<file path="config.mk">
export PLATFORM = sky130hd
export DESIGN_NAME = holonomic_follower_velocity_controller
export DESIGN_NICKNAME = d
export VERILOG_FILES = /design/src/hfvc_pkg.sv /design/src/hfvc_div.sv /design/src/holonomic_follower_velocity_controller.sv
export VERILOG_INCLUDE_DIRS = /design/src /design/src/src
export SDC_FILE = /design/constraint.sdc
export NUM_CORES = 2
export LEC_CHECK = 0
export BUFFER_PORTS_ARGS = -buffer_cell sky130_fd_sc_hd__buf_2
export CAP_MARGIN = 5
export CORE_ASPECT_RATIO = 0.9
export CORE_MARGIN = 3
export CORE_UTILIZATION = 49
export DETAILED_ROUTE_END_ITERATION = 8
export MAX_ROUTING_LAYER = met4
export PLACE_DENSITY = 0.74
export SLEW_MARGIN = 10
export SYNTH_ARGS = -nofsm -noshare
export SYNTH_HDL_FRONTEND = slang
export SYNTH_SLANG_ARGS = --single-unit
</file>
<file path="constraint.sdc">
create_clock -name clk -period 25.4 [get_ports clk]
set_input_delay 5.08 -clock clk [delete_from_list [all_inputs] [get_ports clk]]
set_output_delay 5.08 -clock clk [all_outputs]
set_load 0.05 [all_outputs]
</file>
<file path="src/assert_macros.svh">
// assertion helpers, all sampled on clk and held off during reset
`ifndef ASSERT_MACROS_SVH
`define ASSERT_MACROS_SVH

// property checked at every clock edge
`define HFVC_ASSERT(label, prop, msg) \
    label: assert property (@(posedge clk) disable iff (!rst_n) (prop)) else $error(msg);

// property checked in the cycle after a trigger
`define HFVC_ASSERT_NEXT(label, trig, prop, msg) \
    label: assert property (@(posedge clk) disable iff (!rst_n) (trig) |=> (prop)) else $error(msg);

`endif

</file>
<file path="src/hfvc_pkg.sv">
package hfvc_pkg;

    // field widths
    localparam int COORD_WIDTH_DEF = 16;
    localparam int GAIN_W          = 16;
    localparam int LIMIT_W         = 15;
    localparam int HEAD_W          = 16;
    localparam int ERR_W           = 17;
    localparam int OUT_W           = 16;
    localparam int FRAC_BITS       = 8;
    localparam int QUOT_W          = LIMIT_W;

    // configuration port
    localparam int CFG_IDX_W  = 3;
    localparam int CFG_DATA_W = 16;

    localparam logic [CFG_IDX_W-1:0] REG_KP_LIN      = 3'd0;
    localparam logic [CFG_IDX_W-1:0] REG_KD_LIN      = 3'd1;
    localparam logic [CFG_IDX_W-1:0] REG_KP_ANG      = 3'd2;
    localparam logic [CFG_IDX_W-1:0] REG_KD_ANG      = 3'd3;
    localparam logic [CFG_IDX_W-1:0] REG_LIN_LIMIT   = 3'd4;
    localparam logic [CFG_IDX_W-1:0] REG_TURN_LIMIT  = 3'd5;
    localparam logic [CFG_IDX_W-1:0] REG_NEAR_RADIUS = 3'd6;

    // register reset values
    localparam logic [GAIN_W-1:0]  KP_LIN_RST      = 16'd41;
    localparam logic [GAIN_W-1:0]  KD_LIN_RST      = 16'd115;
    localparam logic [GAIN_W-1:0]  KP_ANG_RST      = 16'd64;
    localparam logic [GAIN_W-1:0]  KD_ANG_RST      = 16'd5;
    localparam logic [LIMIT_W-1:0] LIN_LIMIT_RST   = 15'd750;
    localparam logic [LIMIT_W-1:0] TURN_LIMIT_RST  = 15'd938;
    localparam logic [LIMIT_W-1:0] NEAR_RADIUS_RST = 15'd300;

    // heading arithmetic in centidegrees
    localparam logic [16:0]        HALF_TURN   = 17'd18000;
    localparam logic [16:0]        FULL_TURN   = 17'd36000;
    localparam logic [16:0]        TWO_TURNS   = 17'd72000;
    localparam logic signed [17:0] FULL_TURN_S = 18'sd36000;
    localparam logic signed [17:0] FOLD_LIMIT  = 18'sd30000;

endpackage

</file>
<file path="src/hfvc_div.sv">
module hfvc_div
    import hfvc_pkg::*;
#(
    parameter int DEN_W = COORD_WIDTH_DEF
)
(
    input  logic                    clk,
    input  logic                    rst_n,
    input  logic                    start,
    input  logic [DEN_W+QUOT_W-1:0] num,
    input  logic [DEN_W-1:0]        den,
    output logic                    busy,
    output logic [QUOT_W-1:0]       quot
);

    localparam int CNT_W = $clog2(QUOT_W + 1);

    logic [DEN_W-1:0]  rem_reg;
    logic [DEN_W-1:0]  rem_next;
    logic [DEN_W-1:0]  den_reg;
    logic [QUOT_W-1:0] q_reg;
    logic [QUOT_W-1:0] q_next;
    logic [CNT_W-1:0]  cnt_reg;
    logic [DEN_W:0]    trial;
    logic              fits;

    // one restoring step: shift in the next numerator bit, subtract if it fits
    always_comb
    begin
        trial    = {rem_reg, q_reg[QUOT_W-1]};
        fits     = trial >= {1'b0, den_reg};
        rem_next = fits ? DEN_W'(trial - {1'b0, den_reg}) : DEN_W'(trial);
        q_next   = {q_reg[QUOT_W-2:0], fits};
    end

    // step counter
    always_ff @(posedge clk or negedge rst_n)
    begin
        if (!rst_n)
        begin
            cnt_reg <= '0;
        end
        else if (start)
        begin
            cnt_reg <= CNT_W'(QUOT_W);
        end
        else if (cnt_reg != '0)
        begin
            cnt_reg <= cnt_reg - 1'b1;
        end
    end

    // remainder and quotient shift register; upper numerator bits are below den
    always_ff @(posedge clk)
    begin
        if (start)
        begin
            rem_reg <= num[DEN_W+QUOT_W-1:QUOT_W];
            q_reg   <= num[QUOT_W-1:0];
            den_reg <= den;
        end
        else if (cnt_reg != '0)
        begin
            rem_reg <= rem_next;
            q_reg   <= q_next;
        end
    end

    assign busy = cnt_reg != '0;
    assign quot = q_reg;

endmodule

</file>
<file path="src/holonomic_follower_velocity_controller.sv">
// channel  | handshake                 | payload
// ---------+---------------------------+--------------------------------------------
// input    | in_valid / in_stall       | goal_x, goal_y, goal_heading, robot_heading
// output   | out_valid / out_stall     | vel_x, vel_y, turn_rate, far_mode
// config   | cfg_valid / cfg_ready     | cfg_index, cfg_data
//
// the time from acceptance to result is set by the single shared multiplier stepping
// through the products and, in far mode, by the 15-step ratio divider; the next
// transaction is taken in the cycle after the result is registered.
// reset restores the gains and limits to their defaults and clears the stored errors;
// no clearing pass. a result waits in the output register under out_stall while the
// next transaction may already be taken.
`include "assert_macros.svh"

module holonomic_follower_velocity_controller
    import hfvc_pkg::*;
#(
    parameter int COORD_WIDTH = COORD_WIDTH_DEF
)
(
    input  logic                          clk,
    input  logic                          rst_n,
    input  logic                          in_valid,
    output logic                          in_stall,
    input  logic signed [COORD_WIDTH-1:0] goal_x,
    input  logic signed [COORD_WIDTH-1:0] goal_y,
    input  logic [HEAD_W-1:0]             goal_heading,
    input  logic [HEAD_W-1:0]             robot_heading,
    output logic                          out_valid,
    input  logic                          out_stall,
    output logic signed [OUT_W-1:0]       vel_x,
    output logic signed [OUT_W-1:0]       vel_y,
    output logic signed [OUT_W-1:0]       turn_rate,
    output logic                          far_mode,
    input  logic                          cfg_valid,
    output logic                          cfg_ready,
    input  logic [CFG_IDX_W-1:0]          cfg_index,
    input  logic [CFG_DATA_W-1:0]         cfg_data
);

    localparam int MW = (COORD_WIDTH + 1 > ERR_W + 1) ? COORD_WIDTH + 1 : ERR_W + 1;
    localparam int PW = 2 * MW;
    localparam int AW = PW + 1;

    typedef enum logic [15:0] {
        ST_IDLE     = 16'h0001,
        ST_WRAP     = 16'h0002,
        ST_FOLD     = 16'h0004,
        ST_PROD_P   = 16'h0008,
        ST_PROD_D   = 16'h0010,
        ST_ACC      = 16'h0020,
        ST_CLAMP    = 16'h0040,
        ST_SQ_X     = 16'h0080,
        ST_SQ_Y     = 16'h0100,
        ST_SQ_R     = 16'h0200,
        ST_CMP      = 16'h0400,
        ST_ORDER    = 16'h0800,
        ST_RMUL     = 16'h1000,
        ST_DIV_GO   = 16'h2000,
        ST_DIV_WAIT = 16'h4000,
        ST_FINISH   = 16'h8000
    } state_t;

    typedef enum logic [1:0] {
        CH_HEAD = 2'b00,
        CH_X    = 2'b01,
        CH_Y    = 2'b10
    } chan_t;

    state_t state_reg;
    state_t state_next;
    chan_t  chan_reg;

    // configuration registers
    logic [GAIN_W-1:0]  kp_lin_reg;
    logic [GAIN_W-1:0]  kd_lin_reg;
    logic [GAIN_W-1:0]  kp_ang_reg;
    logic [GAIN_W-1:0]  kd_ang_reg;
    logic [LIMIT_W-1:0] lin_limit_reg;
    logic [LIMIT_W-1:0] turn_limit_reg;
    logic [LIMIT_W-1:0] near_radius_reg;

    // captured transaction and working values
    logic signed [COORD_WIDTH-1:0] x_reg;
    logic signed [COORD_WIDTH-1:0] y_reg;
    logic [HEAD_W-1:0]             gh_in_reg;
    logic [HEAD_W-1:0]             rh_reg;
    logic [HEAD_W-1:0]             gh_reg;
    logic [HEAD_W-1:0]             gh_next;
    logic signed [ERR_W-1:0]       herr_reg;
    logic signed [ERR_W-1:0]       herr_next;
    logic signed [PW-1:0]          prod_reg;
    logic signed [PW-1:0]          prod_next;
    logic signed [AW-1:0]          acc_reg;
    logic                          far_reg;
    logic signed [OUT_W-1:0]       turn_res_reg;
    logic signed [OUT_W-1:0]       vx_res_reg;
    logic signed [OUT_W-1:0]       vy_res_reg;
    logic [COORD_WIDTH-1:0]        maj_reg;
    logic [COORD_WIDTH-1:0]        min_reg;
    logic                          xmaj_reg;

    // stored errors: heading of the previous tick, x and y of the last near-mode tick
    logic signed [ERR_W-1:0]       last_h_reg;
    logic signed [COORD_WIDTH-1:0] last_x_reg;
    logic signed [COORD_WIDTH-1:0] last_y_reg;

    // output register
    logic                    out_valid_reg;
    logic signed [OUT_W-1:0] vel_x_reg;
    logic signed [OUT_W-1:0] vel_y_reg;
    logic signed [OUT_W-1:0] turn_rate_reg;
    logic                    far_mode_reg;

    // combinational helpers
    logic [16:0]             gh_sum;
    logic signed [17:0]      ediff;
    logic signed [MW-1:0]    e_sel;
    logic signed [MW-1:0]    prev_sel;
    logic signed [MW-1:0]    diff;
    logic [GAIN_W-1:0]       kp_sel;
    logic [GAIN_W-1:0]       kd_sel;
    logic [LIMIT_W-1:0]      lim_sel;
    logic signed [MW-1:0]    mul_a;
    logic signed [MW-1:0]    mul_b;
    logic signed [AW-1:0]    shifted;
    logic signed [AW-1:0]    lim_s;
    logic signed [OUT_W-1:0] pd_res;
    logic [COORD_WIDTH-1:0]  ax;
    logic [COORD_WIDTH-1:0]  ay;
    logic signed [OUT_W-1:0] lim_v;
    logic signed [OUT_W-1:0] q_v;
    logic signed [OUT_W-1:0] major_v;
    logic signed [OUT_W-1:0] minor_v;
    logic                    maj_neg;
    logic                    min_neg;
    logic signed [OUT_W-1:0] fin_vx;
    logic signed [OUT_W-1:0] fin_vy;
    logic                    in_accept;
    logic                    out_free;
    logic                    div_start;
    logic                    div_busy;
    logic [QUOT_W-1:0]       div_quot;

    assign in_accept = in_valid && !in_stall;
    assign out_free  = !out_valid_reg || !out_stall;
    assign div_start = state_reg == ST_DIV_GO;

    // configuration writes, taken at any time
    assign cfg_ready = 1'b1;

    always_ff @(posedge clk or negedge rst_n)
    begin
        if (!rst_n)
        begin
            kp_lin_reg      <= KP_LIN_RST;
            kd_lin_reg      <= KD_LIN_RST;
            kp_ang_reg      <= KP_ANG_RST;
            kd_ang_reg      <= KD_ANG_RST;
            lin_limit_reg   <= LIN_LIMIT_RST;
            turn_limit_reg  <= TURN_LIMIT_RST;
            near_radius_reg <= NEAR_RADIUS_RST;
        end
        else if (cfg_valid && cfg_ready)
        begin
            unique case (cfg_index)
                REG_KP_LIN:      kp_lin_reg      <= cfg_data;
                REG_KD_LIN:      kd_lin_reg      <= cfg_data;
                REG_KP_ANG:      kp_ang_reg      <= cfg_data;
                REG_KD_ANG:      kd_ang_reg      <= cfg_data;
                REG_LIN_LIMIT:   lin_limit_reg   <= cfg_data[LIMIT_W-1:0];
                REG_TURN_LIMIT:  turn_limit_reg  <= cfg_data[LIMIT_W-1:0];
                REG_NEAR_RADIUS: near_radius_reg <= cfg_data[LIMIT_W-1:0];
                default:         ;
            endcase
        end
    end

    // goal heading turned by half a turn and wrapped
    always_comb
    begin
        gh_sum = 17'(gh_in_reg) + HALF_TURN;
        if (gh_sum >= TWO_TURNS)
        begin
            gh_next = HEAD_W'(gh_sum - TWO_TURNS);
        end
        else if (gh_sum >= FULL_TURN)
        begin
            gh_next = HEAD_W'(gh_sum - FULL_TURN);
        end
        else
        begin
            gh_next = HEAD_W'(gh_sum);
        end
    end

    // heading error folded by a full turn when beyond +/-FOLD_LIMIT
    always_comb
    begin
        ediff = $signed({2'b00, gh_reg}) - $signed({2'b00, rh_reg});
        if (ediff > FOLD_LIMIT)
        begin
            herr_next = ERR_W'(ediff - FULL_TURN_S);
        end
        else if (ediff < -FOLD_LIMIT)
        begin
            herr_next = ERR_W'(ediff + FULL_TURN_S);
        end
        else
        begin
            herr_next = ERR_W'(ediff);
        end
    end

    // operands of the pd channel in work
    always_comb
    begin
        e_sel    = '0;
        prev_sel = '0;
        kp_sel   = kp_lin_reg;
        kd_sel   = kd_lin_reg;
        lim_sel  = lin_limit_reg;
        unique case (chan_reg)
            CH_HEAD:
            begin
                e_sel    = MW'(herr_reg);
                prev_sel = MW'(last_h_reg);
                kp_sel   = kp_ang_reg;
                kd_sel   = kd_ang_reg;
                lim_sel  = turn_limit_reg;
            end
            CH_X:
            begin
                e_sel    = MW'(x_reg);
                prev_sel = MW'(last_x_reg);
            end
            CH_Y:
            begin
                e_sel    = MW'(y_reg);
                prev_sel = MW'(last_y_reg);
            end
            default: ;
        endcase
        diff = e_sel - prev_sel;
    end

    // shared multiplier operand select
    always_comb
    begin
        mul_a = '0;
        mul_b = '0;
        unique case (state_reg)
            ST_PROD_P:
            begin
                mul_a = MW'(kp_sel);
                mul_b = e_sel;
            end
            ST_PROD_D:
            begin
                mul_a = MW'(kd_sel);
                mul_b = diff;
            end
            ST_SQ_X:
            begin
                mul_a = MW'(x_reg);
                mul_b = MW'(x_reg);
            end
            ST_SQ_Y:
            begin
                mul_a = MW'(y_reg);
                mul_b = MW'(y_reg);
            end
            ST_SQ_R:
            begin
                mul_a = MW'(near_radius_reg);
                mul_b = MW'(near_radius_reg);
            end
            ST_RMUL:
            begin
                mul_a = MW'(lin_limit_reg);
                mul_b = MW'(min_reg);
            end
            default: ;
        endcase
        prod_next = mul_a * mul_b;
    end

    // q8.8 floor and symmetric clamp
    always_comb
    begin
        shifted = acc_reg >>> FRAC_BITS;
        lim_s   = AW'(lim_sel);
        if (shifted > lim_s)
        begin
            pd_res = OUT_W'(lim_s);
        end
        else if (shifted < -lim_s)
        begin
            pd_res = OUT_W'(-lim_s);
        end
        else
        begin
            pd_res = OUT_W'(shifted);
        end
    end

    // axis magnitudes for far mode
    always_comb
    begin
        ax = x_reg[COORD_WIDTH-1] ? (COORD_WIDTH'(0) - $unsigned(x_reg)) : $unsigned(x_reg);
        ay = y_reg[COORD_WIDTH-1] ? (COORD_WIDTH'(0) - $unsigned(y_reg)) : $unsigned(y_reg);
    end

    // final velocities: near-mode pd results, or far mode velocities from the ratio quotient
    always_comb
    begin
        lim_v   = OUT_W'(lin_limit_reg);
        q_v     = OUT_W'(div_quot);
        maj_neg = xmaj_reg ? x_reg[COORD_WIDTH-1] : y_reg[COORD_WIDTH-1];
        min_neg = xmaj_reg ? y_reg[COORD_WIDTH-1] : x_reg[COORD_WIDTH-1];
        major_v = maj_neg ? -lim_v : lim_v;
        minor_v = min_neg ? -q_v : q_v;
        if (!far_reg)
        begin
            fin_vx = vx_res_reg;
            fin_vy = vy_res_reg;
        end
        else if (xmaj_reg)
        begin
            fin_vx = major_v;
            fin_vy = minor_v;
        end
        else
        begin
            fin_vx = minor_v;
            fin_vy = major_v;
        end
    end

    // sequencer
    always_comb
    begin
        state_next = state_reg;
        unique case (state_reg)
            ST_IDLE:     if (in_valid) state_next = ST_WRAP;
            ST_WRAP:     state_next = ST_FOLD;
            ST_FOLD:     state_next = ST_PROD_P;
            ST_PROD_P:   state_next = ST_PROD_D;
            ST_PROD_D:   state_next = ST_ACC;
            ST_ACC:      state_next = ST_CLAMP;
            ST_CLAMP:
            begin
                priority if (chan_reg == CH_HEAD) state_next = ST_SQ_X;
                else if (chan_reg == CH_X)        state_next = ST_PROD_P;
                else                              state_next = ST_FINISH;
            end
            ST_SQ_X:     state_next = ST_SQ_Y;
            ST_SQ_Y:     state_next = ST_SQ_R;
            ST_SQ_R:     state_next = ST_CMP;
            ST_CMP:      state_next = (acc_reg > AW'(prod_reg)) ? ST_ORDER : ST_PROD_P;
            ST_ORDER:    state_next = ST_RMUL;
            ST_RMUL:     state_next = ST_DIV_GO;
            ST_DIV_GO:   state_next = ST_DIV_WAIT;
            ST_DIV_WAIT: if (!div_busy) state_next = ST_FINISH;
            ST_FINISH:   if (out_free) state_next = ST_IDLE;
            default:     state_next = ST_IDLE;
        endcase
    end

    // control state
    always_ff @(posedge clk or negedge rst_n)
    begin
        if (!rst_n)
        begin
            state_reg     <= ST_IDLE;
            chan_reg      <= CH_HEAD;
            out_valid_reg <= 1'b0;
            last_h_reg    <= '0;
            last_x_reg    <= '0;
            last_y_reg    <= '0;
        end
        else
        begin
            state_reg <= state_next;
            if (state_reg == ST_IDLE)
            begin
                chan_reg <= CH_HEAD;
            end
            else if (state_reg == ST_CMP)
            begin
                chan_reg <= CH_X;
            end
            else if (state_reg == ST_CLAMP && chan_reg == CH_X)
            begin
                chan_reg <= CH_Y;
            end

            // stored errors
            if (state_reg == ST_CLAMP && chan_reg == CH_HEAD)
            begin
                last_h_reg <= herr_reg;
            end
            if (state_reg == ST_CLAMP && chan_reg == CH_Y)
            begin
                last_x_reg <= x_reg;
                last_y_reg <= y_reg;
            end

            // output register valid
            if (state_reg == ST_FINISH && out_free)
            begin
                out_valid_reg <= 1'b1;
            end
            else if (!out_stall)
            begin
                out_valid_reg <= 1'b0;
            end
        end
    end

    // datapath registers
    always_ff @(posedge clk)
    begin
        prod_reg <= prod_next;
        if (in_accept)
        begin
            x_reg     <= goal_x;
            y_reg     <= goal_y;
            gh_in_reg <= goal_heading;
            rh_reg    <= robot_heading;
        end
        if (state_reg == ST_WRAP)
        begin
            gh_reg <= gh_next;
        end
        if (state_reg == ST_FOLD)
        begin
            herr_reg <= herr_next;
        end
        if (state_reg == ST_PROD_D || state_reg == ST_SQ_Y)
        begin
            acc_reg <= AW'(prod_reg);
        end
        if (state_reg == ST_ACC || state_reg == ST_SQ_R)
        begin
            acc_reg <= acc_reg + AW'(prod_reg);
        end
        if (state_reg == ST_CMP)
        begin
            far_reg <= acc_reg > AW'(prod_reg);
        end
        if (state_reg == ST_CLAMP)
        begin
            unique case (chan_reg)
                CH_HEAD: turn_res_reg <= pd_res;
                CH_X:    vx_res_reg   <= pd_res;
                CH_Y:    vy_res_reg   <= pd_res;
                default: ;
            endcase
        end
        if (state_reg == ST_ORDER)
        begin
            xmaj_reg <= ax >= ay;
            maj_reg  <= (ax >= ay) ? ax : ay;
            min_reg  <= (ax >= ay) ? ay : ax;
        end
        if (state_reg == ST_FINISH && out_free)
        begin
            vel_x_reg     <= fin_vx;
            vel_y_reg     <= fin_vy;
            turn_rate_reg <= turn_res_reg;
            far_mode_reg  <= far_reg;
        end
    end

    // ratio divider: lin_limit * minor / major
    hfvc_div #(
        .DEN_W (COORD_WIDTH)
    ) u_div (
        .clk   (clk),
        .rst_n (rst_n),
        .start (div_start),
        .num   (prod_reg[COORD_WIDTH+QUOT_W-1:0]),
        .den   (maj_reg),
        .busy  (div_busy),
        .quot  (div_quot)
    );

    assign in_stall  = state_reg != ST_IDLE;
    assign out_valid = out_valid_reg;
    assign vel_x     = vel_x_reg;
    assign vel_y     = vel_y_reg;
    assign turn_rate = turn_rate_reg;
    assign far_mode  = far_mode_reg;

    // checks
    `HFVC_ASSERT(a_turn_in_limit, !out_valid || ($signed(turn_rate) <= $signed({1'b0, turn_limit_reg}) && $signed(turn_rate) >= -$signed({1'b0, turn_limit_reg})), "turn rate beyond limit")
    `HFVC_ASSERT(a_vel_x_in_limit, !out_valid || ($signed(vel_x) <= $signed({1'b0, lin_limit_reg}) && $signed(vel_x) >= -$signed({1'b0, lin_limit_reg})), "x velocity beyond limit")
    `HFVC_ASSERT_NEXT(a_busy_after_accept, in_accept, in_stall, "transaction taken while not busy")
    `HFVC_ASSERT(a_div_idle, state_reg != ST_IDLE || !div_busy, "divider running while idle")

endmodule

</file>
==> metrics <==
# H-tree levels 2; max FFs per register 37; DR WL/cell 20.3 µm; most common cell after layout, fill and taps aside inv_1; DRT Wirelength 112000 µm; clk slew on worst S/H paths 0.06 ns; Post-synth EDFFs 312; Hold Path Class reg -> reg; via count 31.5k; Fmax 0.0924 GHz; CP required 25.94 ns; vias per cell 5.72; ys flop type edfxtp_1; Setup crit end kind flop; share of layout cells above drive strength 1 12.3%; hold_sp turn_res_reg[1]; die area 0.0899 mm²; remaining antenna violation count 0; area added between synthesis and finish 9.30%; Die Ht 285 µm; pwr dens 63.0 mW/mm²; Max-cap violations 0; RSZ-0062 raised after global routing no; clk_lat worst skew 0.64 ns; clock skew 0.0308 ns; Mapped Cells 4239; CP Data Arrival Time 11.37 ns; critical path's largest stage delay 0.79 ns; #FFs+latches synth 529; GRT Util Overall 26.0%; CTS Buffer Depth 3; Initial Util 49.8%; most frequent cells in the layout inv_1, nand2_1, fa_1; Worst setup SP type flop; met2 Track Usage GR 38.3%; DP HPWL 87500 µm; first-pass GRT wire length 178000 µm; top cell type's share of synthesized area 22.1%; hold depth 0; die width 316 µm; cell count of the worst reg-to-reg path 36; Yosys Warn Count 0; GRT overflow 0; post-cts sizing count 0; Final Hold Fails 0; antenna violations before repair 5; row count 101; Final nets 5046; post-synth top area cell edfxtp_1; final core occ 54.4%; M3 GR Usage 5.30%; standby leakage power 20.3 nW; met1 usage 35.9%; core footprint 0.0850 mm²; global routing's busiest layer met2; num ports 140; crit share post-route 42.6%; Final Setup Violations 0; relative slew slack 15.9%; Final Slew Violations 0; Post-CTS Setup Repair Bufs 0; CP max-delay cell dfrtp_2; DR iter-0 viols 2813; Yosys cell types 91; vias in the first global route 31.7k; overall power 2.92 mW; # DRC 0; Mapped Area 0.0423 mm²; Mapped Avg Cell Area 9.98 µm²; min Tclk post-route 10.83 ns; final instance area 0.0463 mm²; outcome complete, no violations; FILL cells 7372; kind of critical path reg -> reg; asr flop ratio synth 34.2%; Root Driver clkbuf_16; CP max FO 40; largest net degree at the start of global routing 126; router iterations before antenna repair 6; crit path from chan_reg[0]; top post-synthesis cells by area edfxtp_1, fa_1, dfrtp_1, ha_1, inv_1; dpl cell area 0.0444 mm²; syn nets 4949; cts bufs inserted 54; Worst Tran Pin Value 1.26 ns; sequential element share of the synthesized area 34.6%; CTS tree built; GPL Wtd Cong 0.984; cts hold-fix bufs 0; clock sink count 529; buffers added on ports 138; Setup TNS 0 ns; worst vdd ir 83.2 µV; Critical R2R Launch chan_reg[0]
area by class of cell:
type	count	area [µm²]	area share, %
clock buffer	74	1550	3.35
inverter	554	2080	4.50
timing repair buffer	195	1130	2.44
sequential	529	14700	31.7
multi-input combinational	3002	25100	54.2
antenna	3	7.51	0.0162
clock inverter	28	322	0.695
tap	1133	1420	3.06
worst max-delay path: cells and delay by family, from the launching register on:
| family | cells | cell delay [ns] |
|---|---|---|
| fa+ha+maj | 9 | 4.16 |
| compound gates | 17 | 3.64 |
| simple gates | 4 | 1.62 |
| flops | 1 | 0.79 |
| buf+inv | 4 | 0.20 |
| xor+xnor | 1 | 0.14 |
| mux | 1 | 0.13 |
logic make-up (layout without fill, tap and decap cells):
| kind of cell | count (synthesis) | after routing | share of synthesized area (%) |
|---|---|---|---|
| AO/OA/AOI/OAI | 747 | 747 | 11.2 |
| buffers and inverters | 708 | 851 | 6.42 |
| XOR/XNOR | 188 | 188 | 3.89 |
| flip-flops | 529 | 529 | 34.6 |
| other | 1 | 4 | 0.00886 |
| multiplexers | 284 | 284 | 7.20 |
| AND/OR/NAND/NOR | 1160 | 1160 | 12.5 |
| adder cells (fa/ha/maj) | 622 | 622 | 24.1 |
synth_stat cells (116+ instances only):
master    count
inv_1       545
nand2_1     480
fa_1        322
edfxtp_1    312
ha_1        300
nor2_1      291
a21oi_1     249
mux2_2      162
o21ai_0     155
dfrtp_1     152
mux2i_1     122
xnor2_1     116
worst paths after layout:
path / end / slack (ns)
worst min register to register: turn_rate[1] / 0.42
worst max-delay path: prod_reg[34] / 14.57
min in group asynchronous: last_x_reg[10] / 4.60
worst min-delay path: turn_rate[1] / 0.42
worst max register to register: prod_reg[34] / 14.57
max in group asynchronous: chan_reg[0] / 19.39
through the flow:
step	setup WS, ns	std cells	hold WS, ns
floorplan	15.19	4239	0.400
global placement	14.48	5412	0.401
detailed placement	14.29	5412	0.405
CTS	14.26	5514	0.419
global route	13.94	5518	0.429
finish	14.57	5518	0.419
where the power goes:
group	leakage (nW)	total (mW)	switching (mW)	internal, mW
registers	5.32	1.16	0.0905	1.07
clock network	0.910	0.843	0.360	0.482
logic	14.1	0.909	0.554	0.355
total	20.3	2.92	1.01	1.91
per-layer routing:
metal,share of wire [%],up-vias
li1,-,14600
met1,44,15500
met2,43,1262
met3,9.1,210
met4,3.6,0
met5,0,-
No activity file was read; power rests on OpenSTA's default activity.
